`src/rtl/sfr_pkg.sv`:
```
// ----------------------------------------------------------------------------
// sfr_pkg
// shared types, codes and the crc-16/xmodem byte step of the frame receiver
// ----------------------------------------------------------------------------
`default_nettype none

package sfr_pkg;

    localparam int unsigned PAYLOAD_DEPTH = 256;
    localparam int unsigned PAY_AW        = $clog2(PAYLOAD_DEPTH);

    localparam logic [15:0] CRC_POLY = 16'h1021;

    // word kinds on the input channel
    localparam logic [1:0] KIND_BYTE    = 2'd0;
    localparam logic [1:0] KIND_READ    = 2'd1;
    localparam logic [1:0] KIND_RELEASE = 2'd2;

    // event codes on the result channel
    localparam logic [2:0] EV_NONE      = 3'd0;
    localparam logic [2:0] EV_ACCEPT    = 3'd1;
    localparam logic [2:0] EV_CRCFAIL   = 3'd2;
    localparam logic [2:0] EV_FRAMEFAIL = 3'd3;
    localparam logic [2:0] EV_IGNORED   = 3'd4;

    // configuration register indexes
    localparam logic [2:0] CFG_HEADER_FIRST   = 3'd0;
    localparam logic [2:0] CFG_HEADER_SECOND  = 3'd1;
    localparam logic [2:0] CFG_TRAILER_FIRST  = 3'd2;
    localparam logic [2:0] CFG_TRAILER_SECOND = 3'd3;
    localparam logic [2:0] CFG_CRC_ENABLE     = 3'd4;

    typedef struct packed {
        logic [7:0] header_first;
        logic [7:0] header_second;
        logic [7:0] trailer_first;
        logic [7:0] trailer_second;
        logic       crc_enable;
    } t_cfg;

    // parser view of one result word, payload byte excluded
    typedef struct packed {
        logic [2:0]  event_res;
        logic        frame_ready;
        logic [7:0]  frm_id;
        logic [7:0]  frame_length;
        logic [15:0] received_crc;
    } t_result;

    typedef struct packed {
        logic              we;
        logic [PAY_AW-1:0] addr;
        logic [7:0]        data;
    } t_wr;

    function automatic logic [15:0] crc16_fold(input logic [15:0] crc, input logic [7:0] b);
        logic [15:0] c;
        c = crc ^ {b, 8'h00};
        for (int i = 0; i < 8; i++) begin
            c = c[15] ? ({c[14:0], 1'b0} ^ CRC_POLY) : {c[14:0], 1'b0};
        end
        return c;
    endfunction

endpackage

`default_nettype wire

```
`src/rtl/sfr_payload_ram.sv`:
```
// ----------------------------------------------------------------------------
// sfr_payload_ram
// payload store, one write and one registered read port, write-first
// ----------------------------------------------------------------------------
`default_nettype none

module sfr_payload_ram (
    input  wire logic                      i_clk,
    input  wire sfr_pkg::t_wr              i_wr,
    input  wire logic                      i_rd_en,
    input  wire logic [sfr_pkg::PAY_AW-1:0] i_rd_addr,
    output logic [7:0]                     o_rd_data
);
    import sfr_pkg::*;

    logic [7:0] r_mem [PAYLOAD_DEPTH];
    logic [7:0] r_rd_data;

    always_ff @(posedge i_clk) begin
        if (i_wr.we) begin
            r_mem[i_wr.addr] <= i_wr.data;
        end
    end

    // a read issued while the same entry is written returns the new byte
    always_ff @(posedge i_clk) begin
        if (i_rd_en) begin
            if (i_wr.we && (i_wr.addr == i_rd_addr)) begin
                r_rd_data <= i_wr.data;
            end else begin
                r_rd_data <= r_mem[i_rd_addr];
            end
        end
    end

    assign o_rd_data = r_rd_data;

endmodule

`default_nettype wire

```
`src/rtl/sfr_parser.sv`:
```
// ----------------------------------------------------------------------------
// sfr_parser
// frame state machine, header/trailer match, running crc and frame stores
// ----------------------------------------------------------------------------
`default_nettype none

module sfr_parser (
    input  wire logic             i_clk,
    input  wire logic             i_rst_n,
    input  wire logic             i_step,
    input  wire logic [1:0]       i_kind,
    input  wire logic [7:0]       i_data_byte,
    input  wire sfr_pkg::t_cfg    i_cfg,
    output sfr_pkg::t_result      o_result,
    output sfr_pkg::t_wr          o_wr
);
    import sfr_pkg::*;

    typedef enum logic [8:0] {
        ST_HEAD0 = 9'b0_0000_0001,
        ST_HEAD1 = 9'b0_0000_0010,
        ST_ID    = 9'b0_0000_0100,
        ST_LEN   = 9'b0_0000_1000,
        ST_DATA  = 9'b0_0001_0000,
        ST_CRC0  = 9'b0_0010_0000,
        ST_CRC1  = 9'b0_0100_0000,
        ST_END0  = 9'b0_1000_0000,
        ST_END1  = 9'b1_0000_0000
    } t_state;

    t_state      r_state, n_state;
    logic        r_ready, n_ready;
    logic [7:0]  r_id, n_id;
    logic [7:0]  r_len, n_len;
    logic [7:0]  r_count, n_count;
    logic [15:0] r_crc, n_crc;
    logic [15:0] r_crc_store, n_crc_store;
    logic [2:0]  ev;
    logic [7:0]  count_inc;

    assign count_inc = r_count + 8'd1;

    always_comb begin
        n_state     = r_state;
        n_ready     = r_ready;
        n_id        = r_id;
        n_len       = r_len;
        n_count     = r_count;
        n_crc       = r_crc;
        n_crc_store = r_crc_store;
        ev          = EV_NONE;
        o_wr.we     = 1'b0;
        o_wr.addr   = PAY_AW'(r_count);
        o_wr.data   = i_data_byte;
        if (i_step) begin
            case (i_kind)
                KIND_BYTE: begin
                    if (r_ready) begin
                        ev = EV_IGNORED;
                    end else begin
                        unique case (r_state)
                            ST_HEAD0: begin
                                if (i_data_byte == i_cfg.header_first) n_state = ST_HEAD1;
                            end
                            ST_HEAD1: begin
                                if (i_data_byte == i_cfg.header_second) begin
                                    n_state = ST_ID;
                                end else begin
                                    n_state = ST_HEAD0;
                                    ev      = EV_FRAMEFAIL;
                                end
                            end
                            ST_ID: begin
                                n_id    = i_data_byte;
                                n_state = ST_LEN;
                            end
                            ST_LEN: begin
                                n_len   = i_data_byte;
                                n_count = 8'd0;
                                n_crc   = 16'd0;
                                // empty payload goes straight to the crc bytes
                                n_state = (i_data_byte == 8'd0) ? ST_CRC0 : ST_DATA;
                            end
                            ST_DATA: begin
                                o_wr.we = 1'b1;
                                n_crc   = crc16_fold(r_crc, i_data_byte);
                                n_count = count_inc;
                                if (count_inc >= r_len) n_state = ST_CRC0;
                            end
                            ST_CRC0: begin
                                n_crc_store = {r_crc_store[15:8], i_data_byte};
                                n_state     = ST_CRC1;
                            end
                            ST_CRC1: begin
                                n_crc_store = {i_data_byte, r_crc_store[7:0]};
                                n_state     = ST_END0;
                            end
                            ST_END0: begin
                                if (i_data_byte == i_cfg.trailer_first) begin
                                    n_state = ST_END1;
                                end else begin
                                    n_state = ST_HEAD0;
                                    ev      = EV_FRAMEFAIL;
                                end
                            end
                            ST_END1: begin
                                n_state = ST_HEAD0;
                                if (i_data_byte != i_cfg.trailer_second) begin
                                    ev = EV_FRAMEFAIL;
                                end else if (i_cfg.crc_enable && (r_crc != r_crc_store)) begin
                                    ev = EV_CRCFAIL;
                                end else begin
                                    n_ready = 1'b1;
                                    ev      = EV_ACCEPT;
                                end
                            end
                            default: n_state = ST_HEAD0;
                        endcase
                    end
                end
                KIND_RELEASE: n_ready = 1'b0;
                default: ;
            endcase
        end
    end

    always_ff @(posedge i_clk) begin
        if (!i_rst_n) begin
            r_state     <= ST_HEAD0;
            r_ready     <= 1'b0;
            r_id        <= 8'd0;
            r_len       <= 8'd0;
            r_count     <= 8'd0;
            r_crc       <= 16'd0;
            r_crc_store <= 16'd0;
        end else begin
            r_state     <= n_state;
            r_ready     <= n_ready;
            r_id        <= n_id;
            r_len       <= n_len;
            r_count     <= n_count;
            r_crc       <= n_crc;
            r_crc_store <= n_crc_store;
        end
    end

    assign o_result.event_res    = ev;
    assign o_result.frame_ready  = n_ready;
    assign o_result.frm_id       = n_id;
    assign o_result.frame_length = n_len;
    assign o_result.received_crc = n_crc_store;

endmodule

`default_nettype wire

```
`src/rtl/serial_frame_receiver_crc16_top.sv`:
```
// ----------------------------------------------------------------------------
// serial_frame_receiver_crc16_top
// byte stream frame receiver with crc-16/xmodem check and payload read-back
// ----------------------------------------------------------------------------
//
//   channel   direction  handshake                  payload
//   --------  ---------  -------------------------  ---------------------------------
//   in        sink       i_in_valid / o_in_ready    i_kind, i_data_byte, i_read_index
//   out       source     o_out_valid / i_out_ready  o_event_res .. o_received_crc
//   cfg       sink       i_cfg_we (no wait)         i_cfg_index, i_cfg_data
//
// one word per cycle sustained while the result side takes its words; a result
// appears once its word has passed the input register, then the result register
// the input register also holds the registered read of the payload memory,
// issued at accept time with write-first forwarding from the word ahead
// reset clears control state and frame stores but not the payload memory;
// the user must only read it where a frame has written it (the block does not check)
// a stalled result holds the input register; o_in_ready stays high while
// the input register is empty or moving into the result register
//
`default_nettype none

module serial_frame_receiver_crc16_top (
    input  wire logic        i_clk,
    input  wire logic        i_rst_n,
    // configuration writes
    input  wire logic        i_cfg_we,
    input  wire logic [2:0]  i_cfg_index,
    input  wire logic [7:0]  i_cfg_data,
    // input words
    input  wire logic        i_in_valid,
    output logic             o_in_ready,
    input  wire logic [1:0]  i_kind,
    input  wire logic [7:0]  i_data_byte,
    input  wire logic [7:0]  i_read_index,
    // result words
    output logic             o_out_valid,
    input  wire logic        i_out_ready,
    output logic [2:0]       o_event_res,
    output logic             o_frame_ready,
    output logic [7:0]       o_frm_id,
    output logic [7:0]       o_frame_length,
    output logic [7:0]       o_payload_byte,
    output logic [15:0]      o_received_crc
);
    import sfr_pkg::*;

    // configuration registers
    t_cfg r_cfg;

    always_ff @(posedge i_clk) begin
        if (!i_rst_n) begin
            r_cfg.header_first   <= 8'd0;
            r_cfg.header_second  <= 8'd0;
            r_cfg.trailer_first  <= 8'd0;
            r_cfg.trailer_second <= 8'd0;
            r_cfg.crc_enable     <= 1'b1;
        end else if (i_cfg_we) begin
            unique case (i_cfg_index)
                CFG_HEADER_FIRST:   r_cfg.header_first   <= i_cfg_data;
                CFG_HEADER_SECOND:  r_cfg.header_second  <= i_cfg_data;
                CFG_TRAILER_FIRST:  r_cfg.trailer_first  <= i_cfg_data;
                CFG_TRAILER_SECOND: r_cfg.trailer_second <= i_cfg_data;
                CFG_CRC_ENABLE:     r_cfg.crc_enable     <= i_cfg_data[0];
                default: ;      // writes beyond the register list are dropped
            endcase
        end
    end

    // handshake control
    logic in_take;      // word accepted into the input register
    logic advance;      // input register word processed into the result register
    logic r_in_valid;
    logic r_out_valid;

    assign advance    = r_in_valid && (!r_out_valid || i_out_ready);
    assign o_in_ready = !r_in_valid || advance;
    assign in_take    = i_in_valid && o_in_ready;

    always_ff @(posedge i_clk) begin
        if (!i_rst_n) begin
            r_in_valid  <= 1'b0;
            r_out_valid <= 1'b0;
        end else begin
            if (in_take) begin
                r_in_valid <= 1'b1;
            end else if (advance) begin
                r_in_valid <= 1'b0;
            end
            if (advance) begin
                r_out_valid <= 1'b1;
            end else if (i_out_ready) begin
                r_out_valid <= 1'b0;
            end
        end
    end

    // input register payload
    logic [1:0] r_in_kind;
    logic [7:0] r_in_data;

    always_ff @(posedge i_clk) begin
        if (in_take) begin
            r_in_kind <= i_kind;
            r_in_data <= i_data_byte;
        end
    end

    // parser and payload store
    t_result    result;
    t_wr        wr;
    logic [7:0] rd_data;

    sfr_parser u_parser (
        .i_clk       (i_clk),
        .i_rst_n     (i_rst_n),
        .i_step      (advance),
        .i_kind      (r_in_kind),
        .i_data_byte (r_in_data),
        .i_cfg       (r_cfg),
        .o_result    (result),
        .o_wr        (wr)
    );

    sfr_payload_ram u_ram (
        .i_clk     (i_clk),
        .i_wr      (wr),
        .i_rd_en   (in_take),
        .i_rd_addr (PAY_AW'(i_read_index)),
        .o_rd_data (rd_data)
    );

    // result register
    t_result    r_out;
    logic [7:0] r_out_payload;

    always_ff @(posedge i_clk) begin
        if (advance) begin
            r_out         <= result;
            r_out_payload <= (r_in_kind == KIND_READ) ? rd_data : 8'd0;
        end
    end

    assign o_out_valid    = r_out_valid;
    assign o_event_res    = r_out.event_res;
    assign o_frame_ready  = r_out.frame_ready;
    assign o_frm_id       = r_out.frm_id;
    assign o_frame_length = r_out.frame_length;
    assign o_payload_byte = r_out_payload;
    assign o_received_crc = r_out.received_crc;

endmodule

`default_nettype wire

```
`config.mk`:
```
export PLATFORM = sky130hd
export DESIGN_NAME = serial_frame_receiver_crc16_top
export DESIGN_NICKNAME = d
export VERILOG_FILES = /design/src/rtl/sfr_pkg.sv /design/src/rtl/sfr_payload_ram.sv /design/src/rtl/sfr_parser.sv /design/src/rtl/serial_frame_receiver_crc16_top.sv
export SDC_FILE = /design/constraint.sdc
export NUM_CORES = 2
export LEC_CHECK = 0
export ABC_AREA = 1
export ABC_CLOCK_PERIOD_IN_PS = 4830
export BUFFER_PORTS_ARGS = -buffer_cell sky130_fd_sc_hd__buf_2
export CAP_MARGIN = 20
export CORE_MARGIN = 3
export CORE_UTILIZATION = 57
export DETAILED_ROUTE_END_ITERATION = 7
export HOLD_SLACK_MARGIN = 0.02
export PLACE_DENSITY = 0.76
export SETUP_SLACK_MARGIN = 0.2
export SYNTH_ARGS = -nofsm -noshare
export SYNTH_HDL_FRONTEND = slang
export SYNTH_SLANG_ARGS = --single-unit
```
`constraint.sdc`:
```
create_clock -name i_clk -period 4.83 [get_ports i_clk]
set_input_delay 0.2415 -clock i_clk [delete_from_list [all_inputs] [get_ports i_clk]]
set_output_delay 0.2415 -clock i_clk [all_outputs]
set_load 0.02 [all_outputs]
```
### Word-level counts from Yosys, hierarchy flattened

Memory sizes are Yosys's and may differ from the RTL's. A register that Yosys moved wholly into a read port is not among the register bits.
Cells that the tools add are included.

| storage, ports and cells | value |
|---|---|
| flip-flop bits (word level) | 155 |
| bits in writable memories | 2,048 |
| input bits | 34 |
| output and inout bits | 46 |
| word-level logic and storage cells | 130 |
| memories kept | 1 |

| cells by class | value |
|---|---|
| add/subtract/negate cells | 1 |
| $lt $le $gt $ge | 1 |
| eq/ne operators | 22 |
| multiplexer cells | 50 |
| bitwise operators | 11 |
| reduce and logical (&&, ||, !) cells | 21 |

Memory list:

| memory | depth | bits a word | read ports | clocked after memory_dff | wr ports | line | source |
|---|---|---|---|---|---|---|---|
| u_ram.r_mem | 256 | 8 | 1 | 1 | 1 | sfr_payload_ram.sv:16 | `logic [7:0] r_mem [PAYLOAD_DEPTH];` |

Operators with widths:

| operator | number |
|---|---|
| $mux W13 | 8 |
| $pmux W9 S8 | 1 |
| $mux W8 | 8 |
| $pmux W16 S2 | 2 |
| $mux W16 | 3 |
| $mux W9 | 3 |
| $eq A8 B8 Y1 | 3 |
| $not A3 Y3 | 8 |
| $ne A16 B16 Y1 | 1 |
| $pmux W8 S2 | 1 |
| $xor A16 B16 Y16 | 1 |
| $mux W1 | 15 |
| $reduce_and A2 Y1 | 5 |
| $eq A9 B1 Y1 const B | 1 |
| $eq A9 B2 Y1 const B | 1 |
| $eq A9 B3 Y1 const B | 1 |
| $eq A9 B4 Y1 const B | 1 |
| $eq A9 B5 Y1 const B | 1 |
| $eq A9 B6 Y1 const B | 1 |
| $eq A9 B7 Y1 const B | 1 |
| $eq A9 B8 Y1 const B | 1 |
| $eq A9 B9 Y1 const B | 1 |
| $mux W3 | 3 |
| $pmux W3 S3 | 1 |
| other kinds (23) | 34 |

### Depth between registers and ports, before layout

| depth | value |
|---|---|
| depth in word-level cells | 18 |
| gate-level depth with buffers | 17 |

### Modules after synthesis

A second synthesis with hierarchy kept.

| unflattened totals | value |
|---|---|
| cell total of the unflattened synthesis | 8,000 |
| area total of the unflattened synthesis | 91,008.5 um^2 |

Modules (own cells, without submodules):

| module | instances | cells an instance | area an instance (um^2) | sequential area each (um^2) |
|---|---|---|---|---|
| sfr_payload_ram | 1 | 7,047 | 83,547.6 | 61,739.2 |
| sfr_parser | 1 | 671 | 4,309.1 | 1,321.3 |
| serial_frame_receiver_crc16_top | 1 | 282 | 3,151.8 | 2,322.2 |

### Worst setup path after synthesis

Ideal clock, no wire load.

| timing path | value |
|---|---|
| path type | register -> register |
| start | reg r_in_data[5] |
| end | reg u_parser.r_state[6] |
| setup time | 0.120 ns |
| data arrival time | 4.774 ns |
| data required time | 4.710 ns |
| path slack | -0.064 ns |
| stages on the path, launching flop included | 9 |
| buffers on the path | 2 |
| path through | edfxtp_1 -> buf_2 -> xnor2_1 -> nand4_1 -> o21ai_0 -> nand4_1 -> buf_2 -> o21ai_0 -> a21oi_1 |

| on the way | value |
|---|---|
| longest elaborated chain between the ends | 3 |

RTL lines:

| what | line | source |
|---|---|---|
| start: declaration | serial_frame_receiver_crc16_top.sv:100 | `logic [7:0] r_in_data;` |
| start signal: assignment | serial_frame_receiver_crc16_top.sv:105 | `r_in_data <= i_data_byte;` |
| $eq A8 B8 Y1 | sfr_parser.sv:63 | `if (i_data_byte == i_cfg.header_first) n_state = ST_HEAD1;` |
| $ne A2 B1 Y1 (no source line) | - |  |
| $reduce_and A5 Y1 (no source line) | - |  |
| end signal: assignment | sfr_parser.sv:137 | `r_state <= n_state;` |
| end: declaration | sfr_parser.sv:31 | `t_state r_state, n_state;` |

No other way between the ends.
A chain may end at the register's enable or synchronous reset.

### Worst setup path in the final report

| timing path | value |
|---|---|
| start | reg r_in_kind[1] |
| end | mem u_ram.r_mem[247][4] (enable) |

| on the way | value |
|---|---|
| longest elaborated chain between the ends | 5 |

RTL lines:

| what | line | source |
|---|---|---|
| start: declaration | serial_frame_receiver_crc16_top.sv:99 | `logic [1:0] r_in_kind;` |
| start signal: assignment | serial_frame_receiver_crc16_top.sv:104 | `r_in_kind <= i_kind;` |
| $logic_not A2 Y1 | sfr_parser.sv:56 | `case (i_kind)` |
| $mux W1 | sfr_parser.sv:56 |  |
| $mux W1 | sfr_parser.sv:55 | `if (i_step) begin` |
| $mux W1 | sfr_payload_ram.sv:20 | `if (i_wr.we) begin` |
| $mux W1 (not written as such) | sfr_payload_ram.sv:21 | `r_mem[i_wr.addr] <= i_wr.data;` |
| end: declaration | sfr_payload_ram.sv:16 |  |

No other way between the ends.

==> flow_metrics.tcl <==
set metrics [dict create \
    grt_pass1_wl_um 351000 \
    r2r_start "r_in_kind[1]" \
    setup_tns_ns 0 \
    max_stage_delay_ns 0.85 \
    r2r_cells 10 \
    end_kind "flip-flop" \
    wl_um 235000 \
    final_common_cell "nand2_1" \
    syn_avg_cell_area_sq_um 11.5 \
    reg2reg_slack_ns 0.71 \
    min_to "r_in_data[4]" \
    post-place-cells 9570 \
    final_max_slew_viol_count 0 \
    cts_resized 0 \
    ys_ff_latch 2211 \
    hold_path.class "primary input to flip-flop" \
    powerDensity_nw_per_um2 394 \
    n_fill_cell 11359 \
    vias 61458 \
    synth_cell_types 36 \
    htreeDepth 4 \
    stdcell_count 10001 \
    cts_buffers 207 \
    cpMostUsedCell "inv_2" \
    syn_nets 7901 \
    met3_length_um 27100 \
    grt_max_degree 218 \
    cts_tree "done" \
    initial_core_util_pct 57.7 \
    fin_nets 7813 \
    peakVddDrop_v 0.000333 \
    fin_ws_ns 0.715 \
    max_freq_mhz 243 \
    rsz0062_at_grt "false" \
    core_area_sq_um 157000 \
    r2r_end "u_ram.r_mem[247][4]" \
    ant_nets 0 \
    dp_worst_setup_slack_ns 0.783 \
    multi_input_area_sq_um 22400 \
    postCtsHoldBufs 46 \
    route.met2.wl_um 109000 \
    antenna_found_initial 5 \
    sw_frac_of_total_pct 22.2 \
    io_pins 80 \
    switchingPower_mw 8.68 \
    yosysWarnings 0 \
    hold_path.startpoint "i_data_byte[4]" \
    syn-instance-count 7855 \
    gr-total-overflow 0 \
    p_leak_nw 35.1 \
    critical_path.cell_chain "nor2_1 > inv_2 > nor2_2 > inv_2 > nor2_4 > inv_2 > nor2_8 > nand3_2 > buf_4 > nor2_1" \
    seq_area_frac_synth_pct 72.2 \
    combPwrFrac_pct 5.8 \
    drive_above_1_share_pct 7.07 \
    fin_crit_sh_pct 85.2 \
    power_frac_seq_pct 53.8 \
    portBuffers 79 \
    synth_area_sq_um 90500 \
    postCtsSetupBuffers 0 \
    die_area_sq_um 164000 \
    maxCapViolCount 0 \
    required_ns 5.29 \
    relSlewSlack_pct 22.6 \
    setup.worst_path.start_class "flip-flop" \
    internal_power_mw 30.5 \
    hpwl_um 130000 \
    tightest_slew_ns 1.16 \
    clock_path_buffers 3 \
    worstSetupPathType "flip-flop to flip-flop" \
    grt_pass1_vias 59002 \
    setup_viol 0 \
    drtIter0Drc 8724 \
    cts.sinks 2211 \
    met1_length_um 87200 \
    arrival_ns 4.57 \
    fin_crit_ns 4.12 \
    post_drt_wl_per_cell_um 23.5 \
    dr.pass1.iters 7 \
    hold_viol 0 \
    critPathSlowestCell "nand3_2" \
    most-common-layout-cells "nand2_1, edfxtp_1, nand3_1" \
    clock_latency_ns 0.83 \
    status "complete, no violations" \
    p_clk_share_pct 40.4 \
    clock-root-buffer "clkbuf_16" \
    place_congestion 0.900 \
    clk_pin_slew_ns 0.07 \
    grt_use_total_pct 28.4 \
    crit_path_max_fanout 25 \
    skew_ns 0.0172 \
    viasPerCell 6.15 \
    regArea_sq_um 65400 \
    die_y_um 404 \
    topRoutingLayerUsed "met5" \
    dieWidth_um 404 \
    fp-row-count 145 \
    area_growth_pct 9.81 \
    drcViolationCount 0 \
    worstHoldPathCells 2 \
]
-- sequential cells by signal, indices dropped and copies added, names as in the netlist --
| name | flops |
|---|---|
| u_parser.r_id | 8 |
| o_received_crc | 16 |
| u_parser.r_ready | 1 |
| o_frm_id | 8 |
| u_parser.r_len | 8 |
| u_parser.r_crc_store | 16 |
| u_ram.r_mem | 2048 |
| o_payload_byte | 8 |
| u_ram.o_rd_data | 8 |
| o_frame_length | 8 |
| o_event_res | 3 |
| u_parser.r_state | 9 |
| r_cfg | 33 |
| r_in_kind | 2 |
| u_parser.r_crc | 16 |
| r_in_data | 8 |
| u_parser.r_count | 8 |
| r_in_valid | 1 |
| o_out_valid | 1 |
| o_frame_ready | 1 |
-- routing by layer --
| metal | track usage (%) | up-vias |
|---|---|---|
| li1 | - | 27453 |
| met1 | 38.3 | 29418 |
| met2 | 44.5 | 3907 |
| met3 | 5.70 | 676 |
| met4 | 13.8 | 4 |
| met5 | 0.595 | - |
-- how the worst max path moves through the flow --
stage | startpoint | to | depth (start not counted)
after floorplan | r_in_data[4] | o_event_res[0] | 8
after global placement | r_in_kind[0] | u_ram.r_mem[199][2] | 10
after detailed placement | r_in_kind[0] | u_ram.r_mem[247][4] | 10
after CTS | r_in_kind[0] | u_ram.r_mem[247][4] | 10
after global routing | r_in_kind[1] | u_ram.r_mem[167][7] | 10
final | r_in_kind[1] | u_ram.r_mem[247][4] | 10
-- power by group through the flow --
stage	clock network (mW)	logic, mW	registers, mW
final	15.8	2.28	21.0
after global routing	16.7	2.45	21.0
after CTS	15.9	2.23	21.0
after detailed placement	0	2.19	21.5
after global placement	0	2.16	21.5
after floorplan	0	1.24	21.7
-- worst max-delay path: cells and delay by family, from the launching register on --
kind	cells	cell delay, ns
and+or+nand+nor	6	2.50
buffers and inverters	4	0.77
DFF	1	0.42
-- Yosys cell counts --
master	number	area, sq um
a211oi_1	1	7.51
a21oi_1	89	445
a221oi_1	1	8.76
and3_1	1	6.26
buf_1	73	274
buf_2	217	1090
buf_4	16	120
buf_6	12	135
clkbuf_1	192	721
clkinv_1	6	22.5
dfxtp_1	101	2020
edfxtp_1	2110	63400
ha_1	12	150
inv_1	90	338
inv_2	6	22.5
inv_4	1	6.26
inv_6	1	8.76
nand2_1	2387	8960
nand2_2	1	6.26
nand2_4	12	135
nand3_1	2018	10100
nand4_1	11	68.8
nor2_1	302	1130
nor2_2	47	294
nor2_4	1	11.3
nor2_8	4	80.1
nor3_1	8	40.0
nor3_2	1	10.0
nor3b_1	1	7.51
nor4_1	9	56.3
o2111ai_1	1	8.76
o21a_1	1	7.51
o21ai_0	53	265
or2_2	8	50.1
xnor2_1	28	245
xor2_1	33	289
-- kinds of logic (layout without fill, tap and decap cells) --
logic type,Yosys count,after routing,share of synthesized area (%)
AOI/OAI and AO/OA,146,146,0.821
xor gates and xnor gates,61,61,0.590
adders and majority gates,12,12,0.166
buffers and inverters,614,698,3.02
DFF,2211,2211,72.2
other,0,4,0
and+or+nand+nor,4811,4811,23.2
-- stage by stage --
| step | area [sq um] | util, % | total power, mW | hold WS, ns |
|---|---|---|---|---|
| final | 99400 | 63.3 | 39.1 | 0.134 |
| after floorplan | 90500 | - | 22.9 | 0.340 |
| after detailed placement | 92300 | 58.8 | 23.6 | 0.420 |
| after global placement | 92300 | 58.8 | 23.6 | 0.419 |
| after global routing | 99400 | 63.3 | 40.2 | 0.106 |
| after CTS | 99400 | 63.3 | 39.2 | 0.0560 |
-- final cells by class --
| class | instances | area share, % |
|---|---|---|
| sequential | 2211 | 65.8 |
| multi-input combinational | 5030 | 22.6 |
| clock buffer | 248 | 5.44 |
| tap | 2058 | 2.59 |
| timing repair buffer | 213 | 1.99 |
| clock inverter | 133 | 1.18 |
| inverter | 104 | 0.426 |
| antenna | 4 | 0.0101 |
Note: power is estimated with default switching activity, not from simulation.
